## src/rtl/crrm_pkg.sv

```systemverilog
`timescale 1ns / 1ps
`default_nettype none
// ----------------------------------------------------------------------------
// crrm_pkg
// shared constants, register map and payload types of the compression
// ratio reset monitor
// ----------------------------------------------------------------------------
package crrm_pkg;

    localparam int COUNT_BITS   = 32;
    localparam int FRAC_BITS    = 16;
    localparam int RATIO_BITS   = FRAC_BITS + 3;
    localparam int GAIN_BITS    = (FRAC_BITS < 16) ? FRAC_BITS : 16;
    localparam int PAGES_BITS   = 7;
    localparam int DIV_CNT_BITS = $clog2(RATIO_BITS + 1);
    localparam int PROD_BITS    = RATIO_BITS + GAIN_BITS;
    localparam int ADDR_BITS    = 5;
    localparam int DATA_BITS    = 32;
    localparam int INDEX_BITS   = 3;

    localparam logic [PAGES_BITS-1:0] PAGES_MAX = {PAGES_BITS{1'b1}};

    localparam int SLOW_GAIN_INIT   = ((1 << FRAC_BITS) + 1000) / 2000;
    localparam int FAST_GAIN_INIT   = ((1 << FRAC_BITS) + 10) / 20;
    localparam int RATIO_LIMIT_INIT = (4 * (1 << FRAC_BITS) + 2) / 5;
    localparam int WARMUP_INIT      = 64;

    localparam logic [INDEX_BITS-1:0] REG_RESET_ENABLE = 3'd0;
    localparam logic [INDEX_BITS-1:0] REG_SLOW_GAIN    = 3'd1;
    localparam logic [INDEX_BITS-1:0] REG_FAST_GAIN    = 3'd2;
    localparam logic [INDEX_BITS-1:0] REG_RATIO_LIMIT  = 3'd3;
    localparam logic [INDEX_BITS-1:0] REG_WARMUP_PAGES = 3'd4;

    typedef struct packed {
        logic [COUNT_BITS-1:0] bytes_in_total;
        logic [COUNT_BITS-1:0] bytes_out_total;
    } in_t;

    typedef struct packed {
        logic [RATIO_BITS-1:0] page_ratio;
        logic [RATIO_BITS-1:0] slow_average;
        logic [RATIO_BITS-1:0] fast_average;
        logic                  clear_request;
    } out_t;

    typedef struct packed {
        logic                  reset_enable;
        logic [GAIN_BITS-1:0]  slow_gain;
        logic [GAIN_BITS-1:0]  fast_gain;
        logic [RATIO_BITS-1:0] ratio_limit;
        logic [PAGES_BITS-1:0] warmup_pages;
    } cfg_t;

    typedef struct packed {
        logic busy;
        logic done;
    } div_stat_t;

endpackage
`default_nettype wire

```

## src/rtl/crrm_front.sv

```systemverilog
`timescale 1ns / 1ps
`default_nettype none
// ----------------------------------------------------------------------------
// crrm_front
// input side: takes page totals and holds them in a two-entry queue
// ----------------------------------------------------------------------------
module crrm_front (
    input  wire logic          aclk,
    input  wire logic          aresetn,
    input  wire logic          s_valid,
    output logic               s_ready,
    input  wire crrm_pkg::in_t s_data,
    output logic               q_valid,
    output crrm_pkg::in_t      q_data,
    input  wire logic          q_pop
);
    import crrm_pkg::*;

    in_t        mem_reg [2];
    logic       wr_ptr_reg;
    logic       rd_ptr_reg;
    logic [1:0] count_reg;
    logic       push;

    assign s_ready = (count_reg != 2'd2);
    assign push    = s_valid && s_ready;
    assign q_valid = (count_reg != 2'd0);
    assign q_data  = mem_reg[rd_ptr_reg];

    always_ff @(posedge aclk) begin
        if (push) begin
            mem_reg[wr_ptr_reg] <= s_data;
        end
    end

    always_ff @(posedge aclk) begin
        if (!aresetn) begin
            wr_ptr_reg <= 1'b0;
            rd_ptr_reg <= 1'b0;
            count_reg  <= 2'd0;
        end else begin
            if (push) begin
                wr_ptr_reg <= ~wr_ptr_reg;
            end
            if (q_pop) begin
                rd_ptr_reg <= ~rd_ptr_reg;
            end
            if (push && !q_pop) begin
                count_reg <= count_reg + 2'd1;
            end else if (!push && q_pop) begin
                count_reg <= count_reg - 2'd1;
            end
        end
    end

endmodule
`default_nettype wire

```

## src/rtl/crrm_div.sv

```systemverilog
`timescale 1ns / 1ps
`default_nettype none
// ----------------------------------------------------------------------------
// crrm_div
// radix-2 restoring divider for the page ratio, one quotient bit a cycle,
// saturating when the integer part would exceed three bits
// ----------------------------------------------------------------------------
module crrm_div (
    input  wire logic                                 aclk,
    input  wire logic                                 aresetn,
    input  wire logic                                 start,
    input  wire logic [crrm_pkg::COUNT_BITS-1:0]      num,
    input  wire logic [crrm_pkg::COUNT_BITS-1:0]      den,
    output crrm_pkg::div_stat_t                       stat,
    output logic [crrm_pkg::RATIO_BITS-1:0]           quo
);
    import crrm_pkg::*;

    logic                    busy_reg;
    logic                    done_reg;
    logic [DIV_CNT_BITS-1:0] cnt_reg;
    logic [COUNT_BITS+2:0]   rem_reg;
    logic [COUNT_BITS+2:0]   dvs_reg;
    logic [RATIO_BITS-1:0]   quo_reg;
    logic                    sat_reg;

    logic [COUNT_BITS+3:0]   shifted;
    logic [COUNT_BITS+3:0]   diff;
    logic                    ge;

    assign shifted = {rem_reg, 1'b0};
    assign diff    = shifted - {1'b0, dvs_reg};
    assign ge      = (shifted >= {1'b0, dvs_reg});

    assign stat.busy = busy_reg;
    assign stat.done = done_reg;
    assign quo       = sat_reg ? {RATIO_BITS{1'b1}} : quo_reg;

    always_ff @(posedge aclk) begin
        if (start) begin
            rem_reg <= {3'b000, num};
            dvs_reg <= {den, 3'b000};
            sat_reg <= ({3'b000, num} >= {den, 3'b000});
        end else if (busy_reg) begin
            rem_reg <= ge ? diff[COUNT_BITS+2:0] : shifted[COUNT_BITS+2:0];
            quo_reg <= {quo_reg[RATIO_BITS-2:0], ge};
        end
    end

    always_ff @(posedge aclk) begin
        if (!aresetn) begin
            busy_reg <= 1'b0;
            done_reg <= 1'b0;
            cnt_reg  <= '0;
        end else begin
            done_reg <= 1'b0;
            if (start) begin
                busy_reg <= 1'b1;
                cnt_reg  <= DIV_CNT_BITS'(RATIO_BITS);
            end else if (busy_reg) begin
                cnt_reg <= cnt_reg - 1'b1;
                if (cnt_reg == DIV_CNT_BITS'(1)) begin
                    busy_reg <= 1'b0;
                    done_reg <= 1'b1;
                end
            end
        end
    end

endmodule
`default_nettype wire

```

## src/rtl/crrm_back.sv

```systemverilog
`timescale 1ns / 1ps
`default_nettype none
// ----------------------------------------------------------------------------
// crrm_back
// per-page sequencer: page counts, ratio, slow and fast averages, clear
// decision and the result register
// ----------------------------------------------------------------------------
module crrm_back (
    input  wire logic                            aclk,
    input  wire logic                            aresetn,
    input  wire crrm_pkg::cfg_t                  cfg,
    input  wire logic                            q_valid,
    input  wire crrm_pkg::in_t                   q_data,
    output logic                                 q_pop,
    output logic                                 div_start,
    output logic [crrm_pkg::COUNT_BITS-1:0]      div_num,
    output logic [crrm_pkg::COUNT_BITS-1:0]      div_den,
    input  wire crrm_pkg::div_stat_t             div_stat,
    input  wire logic [crrm_pkg::RATIO_BITS-1:0] div_quo,
    output logic                                 m_valid,
    input  wire logic                            m_ready,
    output crrm_pkg::out_t                       m_data
);
    import crrm_pkg::*;

    typedef enum logic [3:0] {
        ST_IDLE = 4'b0001,
        ST_DIV  = 4'b0010,
        ST_MUL  = 4'b0100,
        ST_UPD  = 4'b1000
    } state_t;

    state_t                state_reg;
    state_t                state_next;

    logic [COUNT_BITS-1:0] prev_in_reg;
    logic [COUNT_BITS-1:0] prev_out_reg;
    logic [RATIO_BITS-1:0] slow_avg_reg;
    logic [RATIO_BITS-1:0] fast_avg_reg;
    logic [PAGES_BITS-1:0] pages_reg;
    logic [RATIO_BITS-1:0] ratio_reg;
    logic [RATIO_BITS-1:0] slow_diff_reg;
    logic [RATIO_BITS-1:0] fast_diff_reg;
    logic                  slow_up_reg;
    logic                  fast_up_reg;
    logic [PROD_BITS-1:0]  slow_prod_reg;
    logic [PROD_BITS-1:0]  fast_prod_reg;
    logic                  m_valid_reg;
    out_t                  m_data_reg;

    logic                  slot_free;
    logic                  commit;
    logic                  warm;
    logic [RATIO_BITS-1:0] slow_delta;
    logic [RATIO_BITS-1:0] fast_delta;
    logic [RATIO_BITS-1:0] slow_new;
    logic [RATIO_BITS-1:0] fast_new;
    logic [RATIO_BITS+1:0] slow_x3;
    logic [RATIO_BITS+1:0] fast_x2;
    logic                  clear;

    assign q_pop     = (state_reg == ST_IDLE) && q_valid;
    assign div_start = q_pop;
    assign div_den   = q_data.bytes_in_total - prev_in_reg;
    assign div_num   = q_data.bytes_out_total - prev_out_reg;

    assign slot_free = !m_valid_reg || m_ready;
    assign commit    = (state_reg == ST_UPD) && slot_free;

    assign warm       = (pages_reg >= cfg.warmup_pages);
    assign slow_delta = slow_prod_reg[FRAC_BITS +: RATIO_BITS];
    assign fast_delta = fast_prod_reg[FRAC_BITS +: RATIO_BITS];
    assign slow_new   = !warm ? ratio_reg
                      : (slow_up_reg ? slow_avg_reg + slow_delta : slow_avg_reg - slow_delta);
    assign fast_new   = !warm ? ratio_reg
                      : (fast_up_reg ? fast_avg_reg + fast_delta : fast_avg_reg - fast_delta);
    assign slow_x3    = {2'b00, slow_new} + {1'b0, slow_new, 1'b0};
    assign fast_x2    = {1'b0, fast_new, 1'b0};
    assign clear      = cfg.reset_enable && warm
                        && ((slow_x3 < fast_x2) || (ratio_reg > cfg.ratio_limit));

    assign m_valid = m_valid_reg;
    assign m_data  = m_data_reg;

    always_comb begin
        state_next = state_reg;
        unique case (state_reg)
            ST_IDLE: begin
                if (q_valid) begin
                    state_next = ST_DIV;
                end
            end
            ST_DIV: begin
                if (div_stat.done) begin
                    state_next = ST_MUL;
                end
            end
            ST_MUL: begin
                state_next = ST_UPD;
            end
            ST_UPD: begin
                if (slot_free) begin
                    state_next = ST_IDLE;
                end
            end
            default: begin
                state_next = ST_IDLE;
            end
        endcase
    end

    // datapath
    always_ff @(posedge aclk) begin
        if (state_reg == ST_DIV && div_stat.done) begin
            ratio_reg     <= div_quo;
            slow_up_reg   <= (div_quo >= slow_avg_reg);
            fast_up_reg   <= (div_quo >= fast_avg_reg);
            slow_diff_reg <= (div_quo >= slow_avg_reg) ? div_quo - slow_avg_reg
                                                        : slow_avg_reg - div_quo;
            fast_diff_reg <= (div_quo >= fast_avg_reg) ? div_quo - fast_avg_reg
                                                        : fast_avg_reg - div_quo;
        end
        if (state_reg == ST_MUL) begin
            slow_prod_reg <= PROD_BITS'(slow_diff_reg) * PROD_BITS'(cfg.slow_gain);
            fast_prod_reg <= PROD_BITS'(fast_diff_reg) * PROD_BITS'(cfg.fast_gain);
        end
        if (commit) begin
            m_data_reg.page_ratio    <= ratio_reg;
            m_data_reg.slow_average  <= slow_new;
            m_data_reg.fast_average  <= fast_new;
            m_data_reg.clear_request <= clear;
        end
    end

    always_ff @(posedge aclk) begin
        if (!aresetn) begin
            state_reg    <= ST_IDLE;
            prev_in_reg  <= '0;
            prev_out_reg <= '0;
            slow_avg_reg <= '0;
            fast_avg_reg <= '0;
            pages_reg    <= '0;
            m_valid_reg  <= 1'b0;
        end else begin
            state_reg <= state_next;
            if (q_pop) begin
                prev_in_reg  <= q_data.bytes_in_total;
                prev_out_reg <= q_data.bytes_out_total;
            end
            if (commit) begin
                m_valid_reg <= 1'b1;
                if (clear) begin
                    prev_in_reg  <= '0;
                    prev_out_reg <= '0;
                    slow_avg_reg <= '0;
                    fast_avg_reg <= '0;
                    pages_reg    <= '0;
                end else begin
                    slow_avg_reg <= slow_new;
                    fast_avg_reg <= fast_new;
                    if (pages_reg != PAGES_MAX) begin
                        pages_reg <= pages_reg + 1'b1;
                    end
                end
            end else if (m_ready) begin
                m_valid_reg <= 1'b0;
            end
        end
    end

endmodule
`default_nettype wire

```

## src/rtl/compression_ratio_reset_monitor_unit.sv

```systemverilog
`timescale 1ns / 1ps
`default_nettype none
// ----------------------------------------------------------------------------
// compression_ratio_reset_monitor_unit
// per-page compression ratio monitor with slow and fast averages that
// requests a dictionary clear when the ratio degrades
// ----------------------------------------------------------------------------
// pages are processed one at a time: the bit-serial ratio divider
// (19 quotient bits), then the multiply step, then the update step, which
// waits for a free result register
// a two-entry input queue accepts beats while the result register waits
// reset: synchronous active-low aresetn; totals, averages and page count
// return to zero and the configuration registers to their default values
// ----------------------------------------------------------------------------
module compression_ratio_reset_monitor_unit (
    input  wire logic                               aclk,
    input  wire logic                               aresetn,
    input  wire logic                               s_valid,
    output logic                                    s_ready,
    input  wire crrm_pkg::in_t                      s_data,
    output logic                                    m_valid,
    input  wire logic                               m_ready,
    output crrm_pkg::out_t                          m_data,
    input  wire logic                               psel,
    input  wire logic                               penable,
    input  wire logic                               pwrite,
    input  wire logic [crrm_pkg::ADDR_BITS-1:0]     paddr,
    input  wire logic [crrm_pkg::DATA_BITS-1:0]     pwdata,
    output logic [crrm_pkg::DATA_BITS-1:0]          prdata,
    output logic                                    pready
);
    import crrm_pkg::*;

    cfg_t                  cfg_reg;
    logic [INDEX_BITS-1:0] reg_index;
    logic                  cfg_write;

    logic                  q_valid;
    in_t                   q_data;
    logic                  q_pop;
    logic                  div_start;
    logic [COUNT_BITS-1:0] div_num;
    logic [COUNT_BITS-1:0] div_den;
    div_stat_t             div_stat;
    logic [RATIO_BITS-1:0] div_quo;

    assign pready    = 1'b1;
    assign reg_index = paddr[ADDR_BITS-1:2];
    assign cfg_write = psel && penable && pwrite && pready;

    always_ff @(posedge aclk) begin
        if (!aresetn) begin
            cfg_reg.reset_enable <= 1'b0;
            cfg_reg.slow_gain    <= GAIN_BITS'(SLOW_GAIN_INIT);
            cfg_reg.fast_gain    <= GAIN_BITS'(FAST_GAIN_INIT);
            cfg_reg.ratio_limit  <= RATIO_BITS'(RATIO_LIMIT_INIT);
            cfg_reg.warmup_pages <= PAGES_BITS'(WARMUP_INIT);
        end else if (cfg_write) begin
            unique case (reg_index)
                REG_RESET_ENABLE: cfg_reg.reset_enable <= pwdata[0];
                REG_SLOW_GAIN:    cfg_reg.slow_gain    <= pwdata[GAIN_BITS-1:0];
                REG_FAST_GAIN:    cfg_reg.fast_gain    <= pwdata[GAIN_BITS-1:0];
                REG_RATIO_LIMIT:  cfg_reg.ratio_limit  <= pwdata[RATIO_BITS-1:0];
                REG_WARMUP_PAGES: cfg_reg.warmup_pages <= pwdata[PAGES_BITS-1:0];
                default: begin
                end
            endcase
        end
    end

    always_comb begin
        prdata = '0;
        unique case (reg_index)
            REG_RESET_ENABLE: prdata = DATA_BITS'(cfg_reg.reset_enable);
            REG_SLOW_GAIN:    prdata = DATA_BITS'(cfg_reg.slow_gain);
            REG_FAST_GAIN:    prdata = DATA_BITS'(cfg_reg.fast_gain);
            REG_RATIO_LIMIT:  prdata = DATA_BITS'(cfg_reg.ratio_limit);
            REG_WARMUP_PAGES: prdata = DATA_BITS'(cfg_reg.warmup_pages);
            default:          prdata = '0;
        endcase
    end

    crrm_front u_front (
        .aclk    (aclk),
        .aresetn (aresetn),
        .s_valid (s_valid),
        .s_ready (s_ready),
        .s_data  (s_data),
        .q_valid (q_valid),
        .q_data  (q_data),
        .q_pop   (q_pop)
    );

    crrm_div u_div (
        .aclk    (aclk),
        .aresetn (aresetn),
        .start   (div_start),
        .num     (div_num),
        .den     (div_den),
        .stat    (div_stat),
        .quo     (div_quo)
    );

    crrm_back u_back (
        .aclk      (aclk),
        .aresetn   (aresetn),
        .cfg       (cfg_reg),
        .q_valid   (q_valid),
        .q_data    (q_data),
        .q_pop     (q_pop),
        .div_start (div_start),
        .div_num   (div_num),
        .div_den   (div_den),
        .div_stat  (div_stat),
        .div_quo   (div_quo),
        .m_valid   (m_valid),
        .m_ready   (m_ready),
        .m_data    (m_data)
    );

    a_pop_has_entry: assert property (@(posedge aclk) disable iff (!aresetn)
        q_pop |-> q_valid)
        else $error("queue popped while empty");

    a_div_start_idle: assert property (@(posedge aclk) disable iff (!aresetn)
        div_start |-> !div_stat.busy)
        else $error("divider started while busy");

    a_clear_enabled: assert property (@(posedge aclk) disable iff (!aresetn)
        (m_valid && m_data.clear_request) |-> cfg_reg.reset_enable)
        else $error("clear requested while disabled");

    a_full_after_push: assert property (@(posedge aclk) disable iff (!aresetn)
        $fell(s_ready) |-> $past(s_valid))
        else $error("queue filled without an input beat");

endmodule
`default_nettype wire

```

## config.mk

```make
export PLATFORM = sky130hd
export DESIGN_NAME = compression_ratio_reset_monitor_unit
export DESIGN_NICKNAME = d
export VERILOG_FILES = /design/src/rtl/crrm_pkg.sv /design/src/rtl/crrm_front.sv /design/src/rtl/crrm_div.sv /design/src/rtl/crrm_back.sv /design/src/rtl/compression_ratio_reset_monitor_unit.sv
export SDC_FILE = /design/constraint.sdc
export NUM_CORES = 2
export LEC_CHECK = 0
export BUFFER_PORTS_ARGS = -buffer_cell sky130_fd_sc_hd__buf_2
export CORE_MARGIN = 5
export CORE_UTILIZATION = 55
export CTS_BUF_LIST = sky130_fd_sc_hd__clkbuf_8
export CTS_CLUSTER_SIZE = 20
export DETAILED_ROUTE_END_ITERATION = 16
export PLACE_DENSITY = 0.73
export SLEW_MARGIN = 20
export SYNTH_ARGS = -nofsm -noshare
export SYNTH_HDL_FRONTEND = slang
export SYNTH_SLANG_ARGS = --single-unit
export TNS_END_PERCENT = 1
```

## constraint.sdc

```tcl
create_clock -name aclk -period 6.65 [get_ports aclk]
set_input_delay 0.3325 -clock aclk [delete_from_list [all_inputs] [get_ports aclk]]
set_output_delay 0.3325 -clock aclk [all_outputs]
set_load 0.05 [all_outputs]
```

==> flow_metrics.env <==
export IMPL_crit_required_ns=7.28
export IMPL_end_kind="flop"
export IMPL_dieWidth_um=319
export IMPL_place_area_um2=56400
export IMPL_fmax_ghz=0.149
export IMPL_drtAntennaViolNets=0
export IMPL_ys_types=82
export IMPL_power_density_nw_per_um2=292
export IMPL_clk_path_buf_depth=3
export IMPL_violations="negative setup slack"
export IMPL_slew_headroom=0.289
export IMPL_wl_per_cell_um=19.1
export IMPL_port_buffers=171
export IMPL_worst_slew_pin_transition_ns=1.06
export IMPL_ys_seq_area_frac=0.282
export IMPL_insertion_delay_ns=0.77
export IMPL_cts_htree_levels=3
export IMPL_grt_antenna_before_repair=3
export IMPL_final_util=0.629
export IMPL_fin_nets=7145
export IMPL_cp_arrival_ns=7.36
export IMPL_synth_avg_cell_area_um2=9.35
export IMPL_synth_mux_area_frac=0.0277
export IMPL_hold_path_class="in -> reg"
export IMPL_startpoint_type="flop"
export IMPL_vdd_drop_max_mv=0.318
export IMPL_num_vias=41500
export IMPL_syn_inst=5604
export IMPL_route_detailed_drc=0
export IMPL_run_status="finished, violations left"
export IMPL_hold_viol=0
export IMPL_finalCriticalPeriod_ns=6.73
export IMPL_cap_violations=0
export IMPL_synth_compound_area_frac=0.124
export IMPL_skew_ns=0.0634
export IMPL_std_cell_rows=113
export IMPL_dp_hpwl_mm=110
export IMPL_drt_wl_total_mm=141
export IMPL_dieArea_um2=102000
export IMPL_start_util=0.553
export IMPL_fin_crit_sh=1.01
export IMPL_ff2ff_path_depth=33
export IMPL_grt_pass1_wl_mm=226
export IMPL_synthArstFlopShare=0
export IMPL_synth_edf_count=367
export IMPL_synth_simple_gate_area_frac=0.145
export IMPL_cp_max_fo=5
export IMPL_gp_congestion=0.950
export IMPL_worst_slack_ns=-0.0794
export IMPL_grt_pass1_vias=42300
export IMPL_path_clk_slew_ns=0.07
export IMPL_cts_sinks=555
export IMPL_leakage_nw=26.6
export IMPL_post_place_cells=7119
export IMPL_fp_coreArea_um2=94700
export IMPL_cp_slowest_stage_delay_ns=0.41
export IMPL_yosysWarningCount=0
export IMPL_grt_usage=0.276
export IMPL_final_area_um2=59600
export IMPL_synthAdderAreaFrac=0.305
export IMPL_cts_tree="done"
export IMPL_path_class="reg -> reg"
export IMPL_ys_ff_latch=555
export IMPL_pin_count=201
export IMPL_die_y_um=319
export IMPL_drt_iter0_drc=3308
export IMPL_area_delta_synth_final_pct=13.7
export IMPL_synth_xor_area_frac=0.0380
export IMPL_critPathSlowestCell="a2111o_1"
export IMPL_synth_top_family_by_area="adder cells"
export IMPL_via_per_inst=5.61
export IMPL_synth_ff_type="edfxtp_1"
export IMPL_rsz0062_at_grt="yes"
export IMPL_holdPathStages=4
export IMPL_dr_pass1_iters=6
export IMPL_netlist_area_um2=52400
export IMPL_fin_cells=7398
export IMPL_overflow=0
export IMPL_cts_buffers=97
export IMPL_drv_slew=0
export IMPL_largest_register_ffs=128
export IMPL_root_buffer="clkbuf_8"
export IMPL_grt_max_degree=72
export IMPL_p_total_mw=17.4
export IMPL_setup_viol=64
export IMPL_drive_above_1_share=0.130
## critical path, delay by kind of cell (launching register included)
family | cells | cell delay (ns)
muxes | 1 | 0.29
xor gates and xnor gates | 1 | 0.15
and+or+nand+nor | 7 | 1.09
buffers and inverters | 6 | 0.64
DFF | 1 | 0.39
adders and majority gates | 4 | 0.97
AOI/OAI and AO/OA | 14 | 3.13
## routing by layer
layer | vias up | routed length [um] | GRT usage
li1 | 19500 | - | -
met1 | 20300 | 57400 | 0.354
met2 | 1432 | 68300 | 0.476
met3 | 304 | 9570 | 0.0409
met4 | 0 | 5950 | 0.102
met5 | - | 0 | 0
## metrics by stage
step | TNS [ns] | setup WS [ns] | hold WS (ns)
3_3_place_gp | -25.03 | -0.318 | 0.420
6_report | -2.36 | -0.0794 | 0.0750
3_5_place_dp | -48.63 | -0.529 | 0.428
4_1_cts | -7.85 | -0.158 | 0.0197
2_1_floorplan | -0.00787 | -0.00787 | 0.417
5_1_grt | -37.93 | -0.442 | 0.0554
## final cells by class
cell class	instances	area, um^2
Antenna cell	2	5.00
Clock buffer	107	1470
Clock inverter	77	537
Fill cell	7914	35200
Inverter	803	3020
Multi-Input combinational cell	4011	33800
Sequential cell	555	14800
Tap cell	1265	1580
Timing Repair Buffer	578	4340
## cells by family (layout without fill, tap and decap cells)
logic type	after synthesis	in the layout
XOR/XNOR	227	227
AO/OA/AOI/OAI	1013	1013
adder cells (fa/ha/maj)	991	991
flip-flops	555	555
buffers and inverters	1050	1565
other	2	16
multiplexers	135	135
AND/OR/NAND/NOR	1631	1631
## cell usage after synthesis (all sizes together) (31+ instances only)
cell / instances / share of area
nand2: 810 / 0.058
inv: 802 / 0.057
ha: 511 / 0.12
fa: 480 / 0.18
edfxtp: 367 / 0.21
a21oi: 324 / 0.031
and2: 214 / 0.026
clkbuf: 213 / 0.015
nor2: 201 / 0.014
dfxtp: 188 / 0.072
o21ai: 168 / 0.016
a21o: 129 / 0.018
xnor2: 126 / 0.021
xor2: 101 / 0.017
nand3: 82 / 0.0078
mux2: 81 / 0.017
o21a: 61 / 0.0087
nor2b: 57 / 0.0070
nor3: 56 / 0.0054
mux2i: 54 / 0.010
a21boi: 48 / 0.0069
nand2b: 42 / 0.0050
a211oi: 36 / 0.0052
buf: 34 / 0.0047
o211ai: 32 / 0.0047
o31ai: 31 / 0.0044
## timing repair
action | in CTS | in global routing
setup buffers | 3 | 4
endpoints found under the hold margin | 197 | 0
gates resized for setup | 26 | 24
endpoints found under the setup margin | 115 | 130
pin swaps | 16 | 12
cloned | 2 | 0
hold buffers | 84 | 0
## where the power goes
group / switching (mW) / internal (mW)
clock: 1.58 / 1.74
sequential: 0.286 / 4.63
combinational: 5.48 / 3.68
total: 7.35 / 10.0
## path summary, 6_finish.rpt
check / from / to / slack, ns
setup reg to reg: u_back.slow_prod_reg[16]$_DFFE_PP_ / u_back.prev_in_reg[13]$_SDFF_PN0_ / -0.08
hold / removal: s_valid / u_front.wr_ptr_reg$_SDFFE_PN0P_ / 0.07
setup / recovery: u_back.slow_prod_reg[16]$_DFFE_PP_ / u_back.prev_in_reg[13]$_SDFF_PN0_ / -0.08
hold reg to reg: u_div.quo_reg[16]$_DFFE_PP_ / u_div.quo_reg[17]$_DFFE_PP_ / 0.44
## placed cells by master (no fill, tap or decap), types with 56 or more instances in the layout
cell / n
buf_2: 171
nand2_1: 808
nor2_1: 197
nand3_1: 82
a21oi_1: 321
dlygate4sd3_1: 84
dfxtp_1: 186
inv_1: 833
edfxtp_1: 367
ha_1: 508
mux2_2: 81
o21a_1: 61
o21ai_0: 158
xor2_1: 101
and2_1: 213
fa_1: 479
nor2b_1: 56
clkbuf_8: 107
buf_4: 306
xnor2_1: 126
a21o_1: 129
Power figures use the tool's default switching activity.
